File: config.mk
export PLATFORM = sky130hd
export DESIGN_NAME = ymodem_block_framer_crc16_unit
export DESIGN_NICKNAME = d
export VERILOG_FILES = /design/src/rtl/core/ybfc_pkg.sv /design/src/rtl/core/ybfc_front.sv /design/src/rtl/core/ybfc_queue.sv /design/src/rtl/core/ybfc_back.sv /design/src/rtl/core/ymodem_block_framer_crc16_unit.sv
export SDC_FILE = /design/constraint.sdc
export NUM_CORES = 1
export LEC_CHECK = 0
export ABC_AREA = 1
export BUFFER_PORTS_ARGS = -buffer_cell sky130_fd_sc_hd__buf_2
export CAP_MARGIN = 15
export CORE_ASPECT_RATIO = 0.8
export CORE_MARGIN = 4
export CORE_UTILIZATION = 56
export DETAILED_ROUTE_END_ITERATION = 10
export GPL_ROUTABILITY_DRIVEN = 0
export HOLD_SLACK_MARGIN = 0.08
export PLACE_DENSITY = 0.77
export REMOVE_ABC_BUFFERS = 1
export SLEW_MARGIN = 20
export SYNTH_ARGS = -nofsm -noshare
export SYNTH_HDL_FRONTEND = slang
export SYNTH_SLANG_ARGS = --single-unit
File: constraint.sdc
create_clock -name clk -period 7 [get_ports clk]
set_clock_uncertainty 0.2 [all_clocks]
set_input_delay 1.05 -clock clk [delete_from_list [all_inputs] [get_ports clk]]
set_output_delay 1.05 -clock clk [all_outputs]
set_load 0.03 [all_outputs]
File: src/rtl/core/ybfc_pkg.sv
// Shared types, constants and the CRC-16 byte fold for the YMODEM block framer.
// No dependencies; every module of the framer imports this package.
package ybfc_pkg;

  localparam int unsigned QDEPTH = 4;
  localparam int unsigned QPTR_W = $clog2(QDEPTH);
  localparam int unsigned QCNT_W = $clog2(QDEPTH + 1);

  localparam logic [15:0] CRC_POLY = 16'h1021;

  // Byte positions within one framed item
  localparam logic [2:0] STEP_START = 3'd0;
  localparam logic [2:0] STEP_NUM   = 3'd1;
  localparam logic [2:0] STEP_CPL   = 3'd2;
  localparam logic [2:0] STEP_DATA  = 3'd3;
  localparam logic [2:0] STEP_CRCH  = 3'd4;
  localparam logic [2:0] STEP_CRCL  = 3'd5;

  // One classified item waiting for the serializer
  typedef struct packed {
    logic [7:0]  start_code;
    logic [7:0]  block_number;
    logic [7:0]  payload_byte;
    logic [15:0] crc;
    logic        first;
    logic        last;
  } entry_t;

  // Queue status seen by both sides
  typedef struct packed {
    logic full;
    logic empty;
  } q_stat_t;

  // Fold one byte into the CRC, MSB first
  function automatic logic [15:0] crc_fold(input logic [15:0] crc_in, input logic [7:0] b);
    logic [15:0] c;
    c = crc_in ^ {b, 8'h00};
    for (int k = 0; k < 8; k++) begin
      if (c[15]) begin
        c = {c[14:0], 1'b0} ^ CRC_POLY;
      end else begin
        c = {c[14:0], 1'b0};
      end
    end
    return c;
  endfunction

endpackage

File: src/rtl/core/ybfc_front.sv
// Front end: accepts input beats, runs the block CRC and builds queue entries.
// Depends on ybfc_pkg.
module ybfc_front (
  input  logic            clk,
  input  logic            rst_n,
  input  logic            in_push,
  output logic            in_full,
  input  logic [7:0]      in_start_code,
  input  logic [7:0]      in_block_number,
  input  logic [7:0]      in_payload_byte,
  input  logic            in_first_of_block,
  input  logic            in_last_of_block,
  input  ybfc_pkg::q_stat_t q_stat,
  output logic            q_push,
  output ybfc_pkg::entry_t  q_entry
);
  import ybfc_pkg::*;

  logic [15:0] crc_r;
  logic [15:0] crc_nxt;
  logic [15:0] crc_base;

  assign in_full = q_stat.full;
  assign q_push  = in_push & ~q_stat.full;

  // Restart the CRC on the first byte of a block, then fold the byte in
  assign crc_base = in_first_of_block ? 16'h0000 : crc_r;
  assign crc_nxt  = crc_fold(crc_base, in_payload_byte);

  always_ff @(posedge clk) begin
    if (!rst_n) begin
      crc_r <= 16'h0000;
    end else if (q_push) begin
      crc_r <= crc_nxt;
    end
  end

  // Build the entry carried to the serializer
  always_comb begin
    q_entry.start_code   = in_start_code;
    q_entry.block_number = in_block_number;
    q_entry.payload_byte = in_payload_byte;
    q_entry.crc          = crc_nxt;
    q_entry.first        = in_first_of_block;
    q_entry.last         = in_last_of_block;
  end

endmodule

File: src/rtl/core/ybfc_queue.sv
// Short queue of classified entries between the front end and the serializer.
// Depends on ybfc_pkg.
module ybfc_queue (
  input  logic              clk,
  input  logic              rst_n,
  input  logic              push,
  input  ybfc_pkg::entry_t  push_entry,
  input  logic              pop,
  output ybfc_pkg::entry_t  head,
  output ybfc_pkg::q_stat_t stat
);
  import ybfc_pkg::*;

  entry_t              slot_r [QDEPTH];
  logic [QPTR_W-1:0]   wr_ptr_r;
  logic [QPTR_W-1:0]   rd_ptr_r;
  logic [QCNT_W-1:0]   count_r;
  logic [QCNT_W-1:0]   count_nxt;

  assign stat.empty = (count_r == '0);
  assign stat.full  = (count_r == QCNT_W'(QDEPTH));
  assign head       = slot_r[rd_ptr_r];

  // Store pushed entries
  always_ff @(posedge clk) begin
    if (push) begin
      slot_r[wr_ptr_r] <= push_entry;
    end
  end

  always_comb begin
    count_nxt = count_r;
    if (push && !pop) begin
      count_nxt = count_r + QCNT_W'(1);
    end else if (pop && !push) begin
      count_nxt = count_r - QCNT_W'(1);
    end
  end

  // Advance pointers and occupancy
  always_ff @(posedge clk) begin
    if (!rst_n) begin
      wr_ptr_r <= '0;
      rd_ptr_r <= '0;
      count_r  <= '0;
    end else begin
      if (push) begin
        wr_ptr_r <= wr_ptr_r + QPTR_W'(1);
      end
      if (pop) begin
        rd_ptr_r <= rd_ptr_r + QPTR_W'(1);
      end
      count_r <= count_nxt;
    end
  end

endmodule

File: src/rtl/core/ybfc_back.sv
// Back end: serializes the head entry into header, payload and CRC bytes.
// Depends on ybfc_pkg; holds the output register of the result channel.
module ybfc_back (
  input  logic              clk,
  input  logic              rst_n,
  input  ybfc_pkg::entry_t  head,
  input  ybfc_pkg::q_stat_t q_stat,
  output logic              q_pop,
  output logic              out_empty,
  input  logic              out_pop,
  output logic [7:0]        out_byte,
  output logic              out_frame_end
);
  import ybfc_pkg::*;

  logic [2:0] step_r;
  logic [2:0] step_nxt;
  logic [2:0] step_eff;
  logic       done;
  logic       load;
  logic [7:0] byte_sel;
  logic       end_sel;
  logic       out_valid_r;
  logic       out_valid_nxt;
  logic [7:0] out_byte_r;
  logic       out_frame_end_r;

  // Skip the header when the entry does not open a block
  assign step_eff = (step_r == STEP_START && !head.first) ? STEP_DATA : step_r;
  assign done     = (step_eff == STEP_DATA && !head.last) || (step_eff == STEP_CRCL);

  assign load  = ~q_stat.empty & (~out_valid_r | out_pop);
  assign q_pop = load & done;

  // Pick the byte for the current position
  always_comb begin
    end_sel = 1'b0;
    case (step_eff)
      STEP_START: byte_sel = head.start_code;
      STEP_NUM:   byte_sel = head.block_number;
      STEP_CPL:   byte_sel = ~head.block_number;
      STEP_DATA:  byte_sel = head.payload_byte;
      STEP_CRCH:  byte_sel = head.crc[15:8];
      STEP_CRCL: begin
        byte_sel = head.crc[7:0];
        end_sel  = 1'b1;
      end
      default:    byte_sel = head.payload_byte;
    endcase
  end

  always_comb begin
    step_nxt = step_r;
    if (load) begin
      step_nxt = done ? STEP_START : step_eff + 3'd1;
    end
  end

  always_comb begin
    out_valid_nxt = out_valid_r;
    if (load) begin
      out_valid_nxt = 1'b1;
    end else if (out_pop) begin
      out_valid_nxt = 1'b0;
    end
  end

  // Hold position and output valid
  always_ff @(posedge clk) begin
    if (!rst_n) begin
      step_r      <= STEP_START;
      out_valid_r <= 1'b0;
    end else begin
      step_r      <= step_nxt;
      out_valid_r <= out_valid_nxt;
    end
  end

  // Load the output beat
  always_ff @(posedge clk) begin
    if (load) begin
      out_byte_r      <= byte_sel;
      out_frame_end_r <= end_sel;
    end
  end

  assign out_empty     = ~out_valid_r;
  assign out_byte      = out_byte_r;
  assign out_frame_end = out_frame_end_r;

endmodule

File: src/rtl/core/ymodem_block_framer_crc16_unit.sv
// YMODEM block framer with CRC-16: top level; uses ybfc_front, ybfc_queue, ybfc_back.
// With the queue and output register empty, an accepted input beat is first written
// into the queue and then loaded as the first result byte into the output register.
// Throughput: one input beat per cycle while the 4-entry queue has room; the serializer
// moves one output beat per cycle while the queue holds an entry and the output register
// is empty or popped; an item yields 1 to 6 output bytes (header 3, payload 1, CRC 2).
// Synchronous active-low reset empties the queue and output register; CRC resets to 0.
module ymodem_block_framer_crc16_unit (
  input  logic       clk,
  input  logic       rst_n,
  input  logic       in_push,
  output logic       in_full,
  input  logic [7:0] in_start_code,
  input  logic [7:0] in_block_number,
  input  logic [7:0] in_payload_byte,
  input  logic       in_first_of_block,
  input  logic       in_last_of_block,
  output logic       out_empty,
  input  logic       out_pop,
  output logic [7:0] out_byte,
  output logic       out_frame_end
);
  import ybfc_pkg::*;

  q_stat_t q_stat;
  entry_t  q_entry;
  entry_t  q_head;
  logic    q_push;
  logic    q_pop;

  ybfc_front u_front (
    .clk               (clk),
    .rst_n             (rst_n),
    .in_push           (in_push),
    .in_full           (in_full),
    .in_start_code     (in_start_code),
    .in_block_number   (in_block_number),
    .in_payload_byte   (in_payload_byte),
    .in_first_of_block (in_first_of_block),
    .in_last_of_block  (in_last_of_block),
    .q_stat            (q_stat),
    .q_push            (q_push),
    .q_entry           (q_entry)
  );

  ybfc_queue u_queue (
    .clk        (clk),
    .rst_n      (rst_n),
    .push       (q_push),
    .push_entry (q_entry),
    .pop        (q_pop),
    .head       (q_head),
    .stat       (q_stat)
  );

  ybfc_back u_back (
    .clk           (clk),
    .rst_n         (rst_n),
    .head          (q_head),
    .q_stat        (q_stat),
    .q_pop         (q_pop),
    .out_empty     (out_empty),
    .out_pop       (out_pop),
    .out_byte      (out_byte),
    .out_frame_end (out_frame_end)
  );

  // Serializer never retires an entry from an empty queue
  a_pop_nonempty: assert property (@(posedge clk) disable iff (!rst_n)
    q_pop |-> !q_stat.empty)
    else $error("queue popped while empty");

  // Front end never writes a full queue
  a_push_notfull: assert property (@(posedge clk) disable iff (!rst_n)
    q_push |-> !q_stat.full)
    else $error("queue pushed while full");

  // An accepted beat is waiting in the queue on the next cycle
  a_push_lands: assert property (@(posedge clk) disable iff (!rst_n)
    q_push |=> !q_stat.empty)
    else $error("accepted beat lost from queue");

endmodule
==> flow_summary.ini, run 1 <==
[clocking]
cts_num_sinks = 206
cts_setup_buffers = 0
cts_tree = done
hold_buffers = 0
cts_buffer_depth = 3
cts_buffers = 20
cts_resized = 0
clockRootBuffer = clkbuf_16
clkTransAtPathRegs_ns = 0.06
clk-insertion-delay-late_ns = 0.48
htreeDepth = 1

[setup_path]
path_max_fanout = 44
endpoint_kind = register
crit_top_cell = nand2_1
path_buf_inv = 2
slowest_stage = dfxtp_2
max_stage_delay_ns = 0.86
cp_top_family = simple AND/OR/NAND/NOR gates
worstPathRequired_ns = 7.20
cp.arrival_ns = 3.74
crit_path_start_kind = register
crit_chain = nand2_1 -> o211ai_1 -> nand3_1 -> nand2_1 -> inv_1 -> ha_1 -> nand2_1 -> nand2_1 -> nand2_1 -> ha_1 -> inv_1 -> fa_1 -> nor2_1 -> nor2_1 -> nand2_1 -> o21ai_0 -> a21oi_1
path_class = reg2reg

[die]
start_util = 0.577
die_area_um2 = 17700
rows = 40
die_x_um = 148
ios = 41
die-height_um = 120
core_um2 = 15200

[logic_synthesis]
yosys.area_share.simple = 0.187
synth_xor_area_frac = 0.00400
synth_cell_types = 31
yosys.area.top_type = edfxtp_1
synth_most_common_cell = nand2_1
synth_commonest_cells = nand2_1 (189), edfxtp_1 (177), nor2_1 (100), nand3_1 (74), inv_1 (68)
yosys-top-cells-area = edfxtp_1 (61%), nand2_1 (8.1%), dfxtp_1 (6.6%)
synth_seq_area_share = 0.673
synth_edf_count = 177
syn_area_um2 = 8760
syn_area_per_cell_um2 = 10.5
synth_mux_area_frac = 0
ys.flop_type = edfxtp_1
synthArstFlopShare = 0
postSynthCellCount = 832
yosys_warnings = 0
synth-compound-area-share = 0.0670
synth_top_area_frac = 0.607
synth_top_family_by_area = simple AND/OR/NAND/NOR gates
synth_fa_ha_area_frac = 0.0166
synth_seq_cells = 206

[sta]
max_slew_margin = 0.394
setup_viol = 0
fmax_mhz = 283
rsz0062_at_grt = no
finalHoldViolations = 0
fin_tns_setup_ns = 0
fin_crit_sh = 0.505
maxSlewViolCount = 0
worst_pin_slew_ns = 0.906
period_needed_ns = 3.53

[global_routing]
grt_pass1_wl_mm = 29.8
grt_usage = 0.213
grt_overflow = 0
grt_max_degree = 73
grt_pass1_vias = 5572
antenna_found_initial = 0

[job]
cap_violations = 0

[drt]
firstDrtPassIters = 5
drtIter0Drc = 530
vias = 5946
routedWlPerCell_um = 17.1
ant_nets = 0
routed_via_density = 5.44
routed_wirelength_mm = 18.7
drc = 0

[placement]
port-buffer-count = 40
place_inst = 1057
dp_hpwl_mm = 11.3

[cells_and_area]
fin_util = 0.650
fillers = 1162
seq_area_um2 = 5900
layout.nets = 910
fin_cells = 1093
drive_gt1_frac = 0.121
area_growth_pct = 12.5
num_antenna_cells = 0
multi_input_area_um2 = 2440

[pwr]
power_density_nw_per_um2 = 379
p_leak_nw = 3.88
total_power_mw = 3.73
ir_drop_mv = 0.175

[worst_hold_path]
hp-class = reg2reg

[run_status]
status = finished clean
-- worst register-to-register path, stage by stage, from the launching register on --
cell and delay [ns]:
dfxtp_2 0.86, nand2_1 0.14, o211ai_1 0.13, nand3_1 0.12, nand2_1 0.13, inv_1 0.07, ha_1 0.28, nand2_1 0.13
nand2_1 0.11, nand2_1 0.19, ha_1 0.18, inv_1 0.07, fa_1 0.43, nor2_1 0.11, nor2_1 0.04, nand2_1 0.06
o21ai_0 0.07, a21oi_1 0.14
-- routing by layer --
layer / vias to the layer above / global-route usage / wire length, um
met4: 0 / 0.0489 / 331
met1: 2832 / 0.322 / 8680
met5: - / 0 / 0
li1: 2897 / - / -
met2: 185 / 0.324 / 8390
met3: 32 / 0.0370 / 1300
-- kinds of logic after synthesis --
| kind of cell | Yosys count |
|---|---|
| flip-flops | 206 |
| XOR/XNOR | 4 |
| buffers and inverters | 110 |
| adder cells (fa/ha/maj) | 11 |
| AO/OA/AOI/OAI | 111 |
| AND/OR/NAND/NOR | 390 |
-- sequential cells by signal (all words and copies together) (netlist names), named ones only --
register,count
u_queue.count_r,3
u_back.out_byte,8
u_back.step_r,3
u_queue.wr_ptr_r,2
u_back.out_frame_end,1
u_queue.rd_ptr_r,2
u_back.out_valid_r,1
u_queue.slot_r,168
u_front.crc_r,16
-- cell usage in the layout, fill, tap and decap left out, drive strengths merged --
cell type  Yosys  routed
nand2        204     204
nor2         100     100
a21oi         21      21
o21bai         2       2
ha            10      10
dfxtp         29      29
bufinv         0       3
fa             1       1
inv           72      72
o211ai         1       1
clkinv         4       6
clkbuf        13      29
edfxtp       177     177
xor2           4       4
o21ai         68      68
nor3           1       1
nand3         76      76
o22ai         18      18
clkinvlp       0       2
a31oi          1       1
buf           21      49
nand3b         1       1
nand4          8       8
-- per-stage QoR --
| step | area, um2 | worst slack, ns | hold slack, ns |
|---|---|---|---|
| after floorplan | 8590 | 2.76 | 0.258 |
| after global placement | 9160 | 3.22 | 0.284 |
| after detailed placement | 9160 | 3.19 | 0.293 |
| after CTS | 9850 | 3.46 | 0.302 |
| after global routing | 9850 | 3.14 | 0.342 |
| final | 9850 | 3.47 | 0.303 |
-- power breakdown --
part	total (mW)	internal (mW)	leakage (nW)	switching [mW]
registers	1.66	1.58	1.87	0.0797
clock network	1.12	0.683	0.328	0.436
logic	0.951	0.265	1.69	0.686
-- path summary, 6_finish.rpt --
path	to	cells past startpoint	startpoint	slack, ns
min reg2reg	register	2	u_queue.rd_ptr_r[1]	0.30
max reg2reg	u_queue.count_r[2]	17	register	3.47
max	u_queue.count_r[2]	17	register	3.47
min	register	2	u_queue.rd_ptr_r[1]	0.30
-- layout make-up --
class	instances	share of cell area
well taps	210	0.0267
clock inverters	7	0.0116
flip-flops and latches	206	0.599
repair buffers	49	0.0272
inverters	76	0.0295
clock buffers	29	0.0584
multi-input cells	516	0.248
No activity file was read; power rests on OpenSTA's default activity.
==> inputs of run 2 (changes only) <==
- CORE_UTILIZATION: 56 -> 55
- PLACE_DENSITY: 0.77 -> 0.78
- clock period: 7 -> 3 ns (I/O delays scaled with it)
==> run 2 against run 1 <==
Effect of this change: design area is 3.2% higher; first-iteration DRC count up 1.9%; hold slack worse by 0.18 ns; clock power up 110%; power is 130% higher; largest cell class unchanged; worst setup slack lost 3.2 ns; routed wire length rose by 1.3%; maximum frequency grew 27%; flip-flop and latch count did not move; global-route usage increased by 0.13 points; critical endpoint unchanged; sequential share of layout area down 1.8 points.
==> flow_summary.ini, run 2 (synthesized netlist as in run 1, its figures left out) <==
[run_status]
status = finished clean

[setup_path]
crit_top_cell = nand2_2
worstPathRequired_ns = 3.21
rr_endpoint = u_queue.count_r[2]
path_max_fanout = 6
crit_chain = o211ai_1 -> nand3_2 -> nand2_2 -> inv_1 -> ha_1 -> nand2_1 -> nand2_2 -> nand2_2 -> ha_1 -> inv_1 -> fa_1 -> nor2_1 -> nor2_1 -> nand2_1 -> o21ai_0 -> a21oi_1
slowest_stage = fa_1
cp.arrival_ns = 2.99
path_buf_inv = 2
max_stage_delay_ns = 0.45
path_class = reg2reg
crit_path_start_kind = register
cp_top_family = adder cells
r2r_slack_ns = 0.23
r2r_cells = 16
endpoint_kind = register

[die]
core_um2 = 15300
die_area_um2 = 18000
rows = 40
start_util = 0.572
die_x_um = 149
ios = 41
die-height_um = 121

[sta]
max_slew_margin = 0.568
period_needed_ns = 2.77
finalHoldViolations = 0
rsz0062_at_grt = no
maxSlewViolCount = 0
worst_pin_slew_ns = 0.648
setup_viol = 0
whs_ns = 0.119
fin_crit_sh = 0.925
fmax_mhz = 360

[global_routing]
grt_pass1_wl_mm = 30.2
grt_pass1_vias = 5773
grt_overflow = 0
antenna_found_initial = 0
grt_max_degree = 76
grt_usage = 0.214

[drt]
firstDrtPassIters = 5
vias = 6008
routedWlPerCell_um = 16.8
routed_via_density = 5.34
drtIter0Drc = 540
ant_nets = 0
routed_wirelength_mm = 18.9
drc = 0

[cells_and_area]
final_common_cell = nand2_1
fin_util = 0.664
area_growth_pct = 16.1
final_cell_mix = nand2_1 (185), edfxtp_1 (177), nor2_1 (96)
final_cell_area_um2 = 10200
num_antenna_cells = 0
fin_cells = 1125
largest_reg_flops = 168
drive_gt1_frac = 0.129
top_register = u_queue.slot_r
layout.nets = 943

[clocking]
cts_num_sinks = 206
clk-insertion-delay-late_ns = 0.50
cts_buffers = 20
cts_tree = done
htreeDepth = 1
clkTransAtPathRegs_ns = 0.06
clockRootBuffer = clkbuf_16
cts_buffer_depth = 3

[worst_hold_path]
hp-start = out_pop
worstHoldEndpoint = u_back.out_valid_r
holdPathStages = 4
hp-class = in2reg

[pwr]
ir_drop_mv = 0.357
p_leak_nw = 4.02
power_density_nw_per_um2 = 846
total_power_mw = 8.60

[placement]
place_inst = 1063
placed_cell_area_um2 = 9260
dp_hpwl_mm = 11.5
port-buffer-count = 40

[job]
cap_violations = 0
[run 2: cell types whose count changed in the layout (fill, tap and decap cells not counted), sizes merged]
cell         previous run  this run
dlygate4sd3             0        26
buf                    49        56
clkinv                  6        11
clkbuf                 29        26
bufinv                  3         1
clkinvlp                2         1
[run 2: timing repair]
item,CTS,global route
endpoints found under the setup margin,0,2
hold buffers,26,0
resized for setup,0,8
setup buffers,0,1
hold endpoints to repair,102,0
[run 2: layout make-up]
type                            instances  area, um2
Fill cell                            1169       5150
Inverter                               76        290
Tap cell                              210        263
Sequential cell                       206       5900
Clock inverter                          9       68.8
Clock buffer                           26        544
Multi-Input combinational cell        516       2460
Timing Repair Buffer                   82        634
[run 2: how the worst max path moves through the flow]
stage,startpoint,end,cells past startpoint
2_1_floorplan,register,u_queue.count_r[2],14
3_3_place_gp,register,u_queue.count_r[2],15
3_5_place_dp,register,u_queue.count_r[2],15
4_1_cts,register,u_queue.count_r[2],15
5_1_grt,u_queue.slot_r[3][1],u_queue.count_r[2],18
6_report,register,u_queue.count_r[2],16
[run 2: per-stage QoR]
step / TNS (ns) / setup WS (ns)
finish: 0 / 0.226
global placement: 0 / 0.257
floorplan: -58.14 / -1.24
detailed placement: 0 / 0.142
CTS: 0 / 0.124
global route: 0 / 0.0145
[run 2: layer usage]
layer / share of wire / vias up / GRT usage
met5: 0 / - / 0
met4: 0.021 / 0 / 0.0526
met3: 0.068 / 31 / 0.0302
met2: 0.45 / 209 / 0.340
met1: 0.46 / 2809 / 0.315
li1: - / 2959 / -
[run 2: worst register-to-register path, stage by stage (launching register included)]
cell      delay, ns
dfxtp_4        0.36
o211ai_1       0.24
nand3_2        0.14
nand2_2        0.11
inv_1          0.06
ha_1           0.21
nand2_1        0.11
nand2_2        0.09
nand2_2        0.09
ha_1           0.14
inv_1          0.07
fa_1           0.45
nor2_1         0.11
nor2_1         0.05
nand2_1        0.07
o21ai_0        0.07
a21oi_1        0.13
[run 2: where the power goes]
group	leakage [nW]	total (mW)	switching [mW]	internal (mW)
Combinational	1.85	2.38	1.66	0.718
Sequential	1.87	3.84	0.147	3.70
Clock	0.299	2.37	1.01	1.36
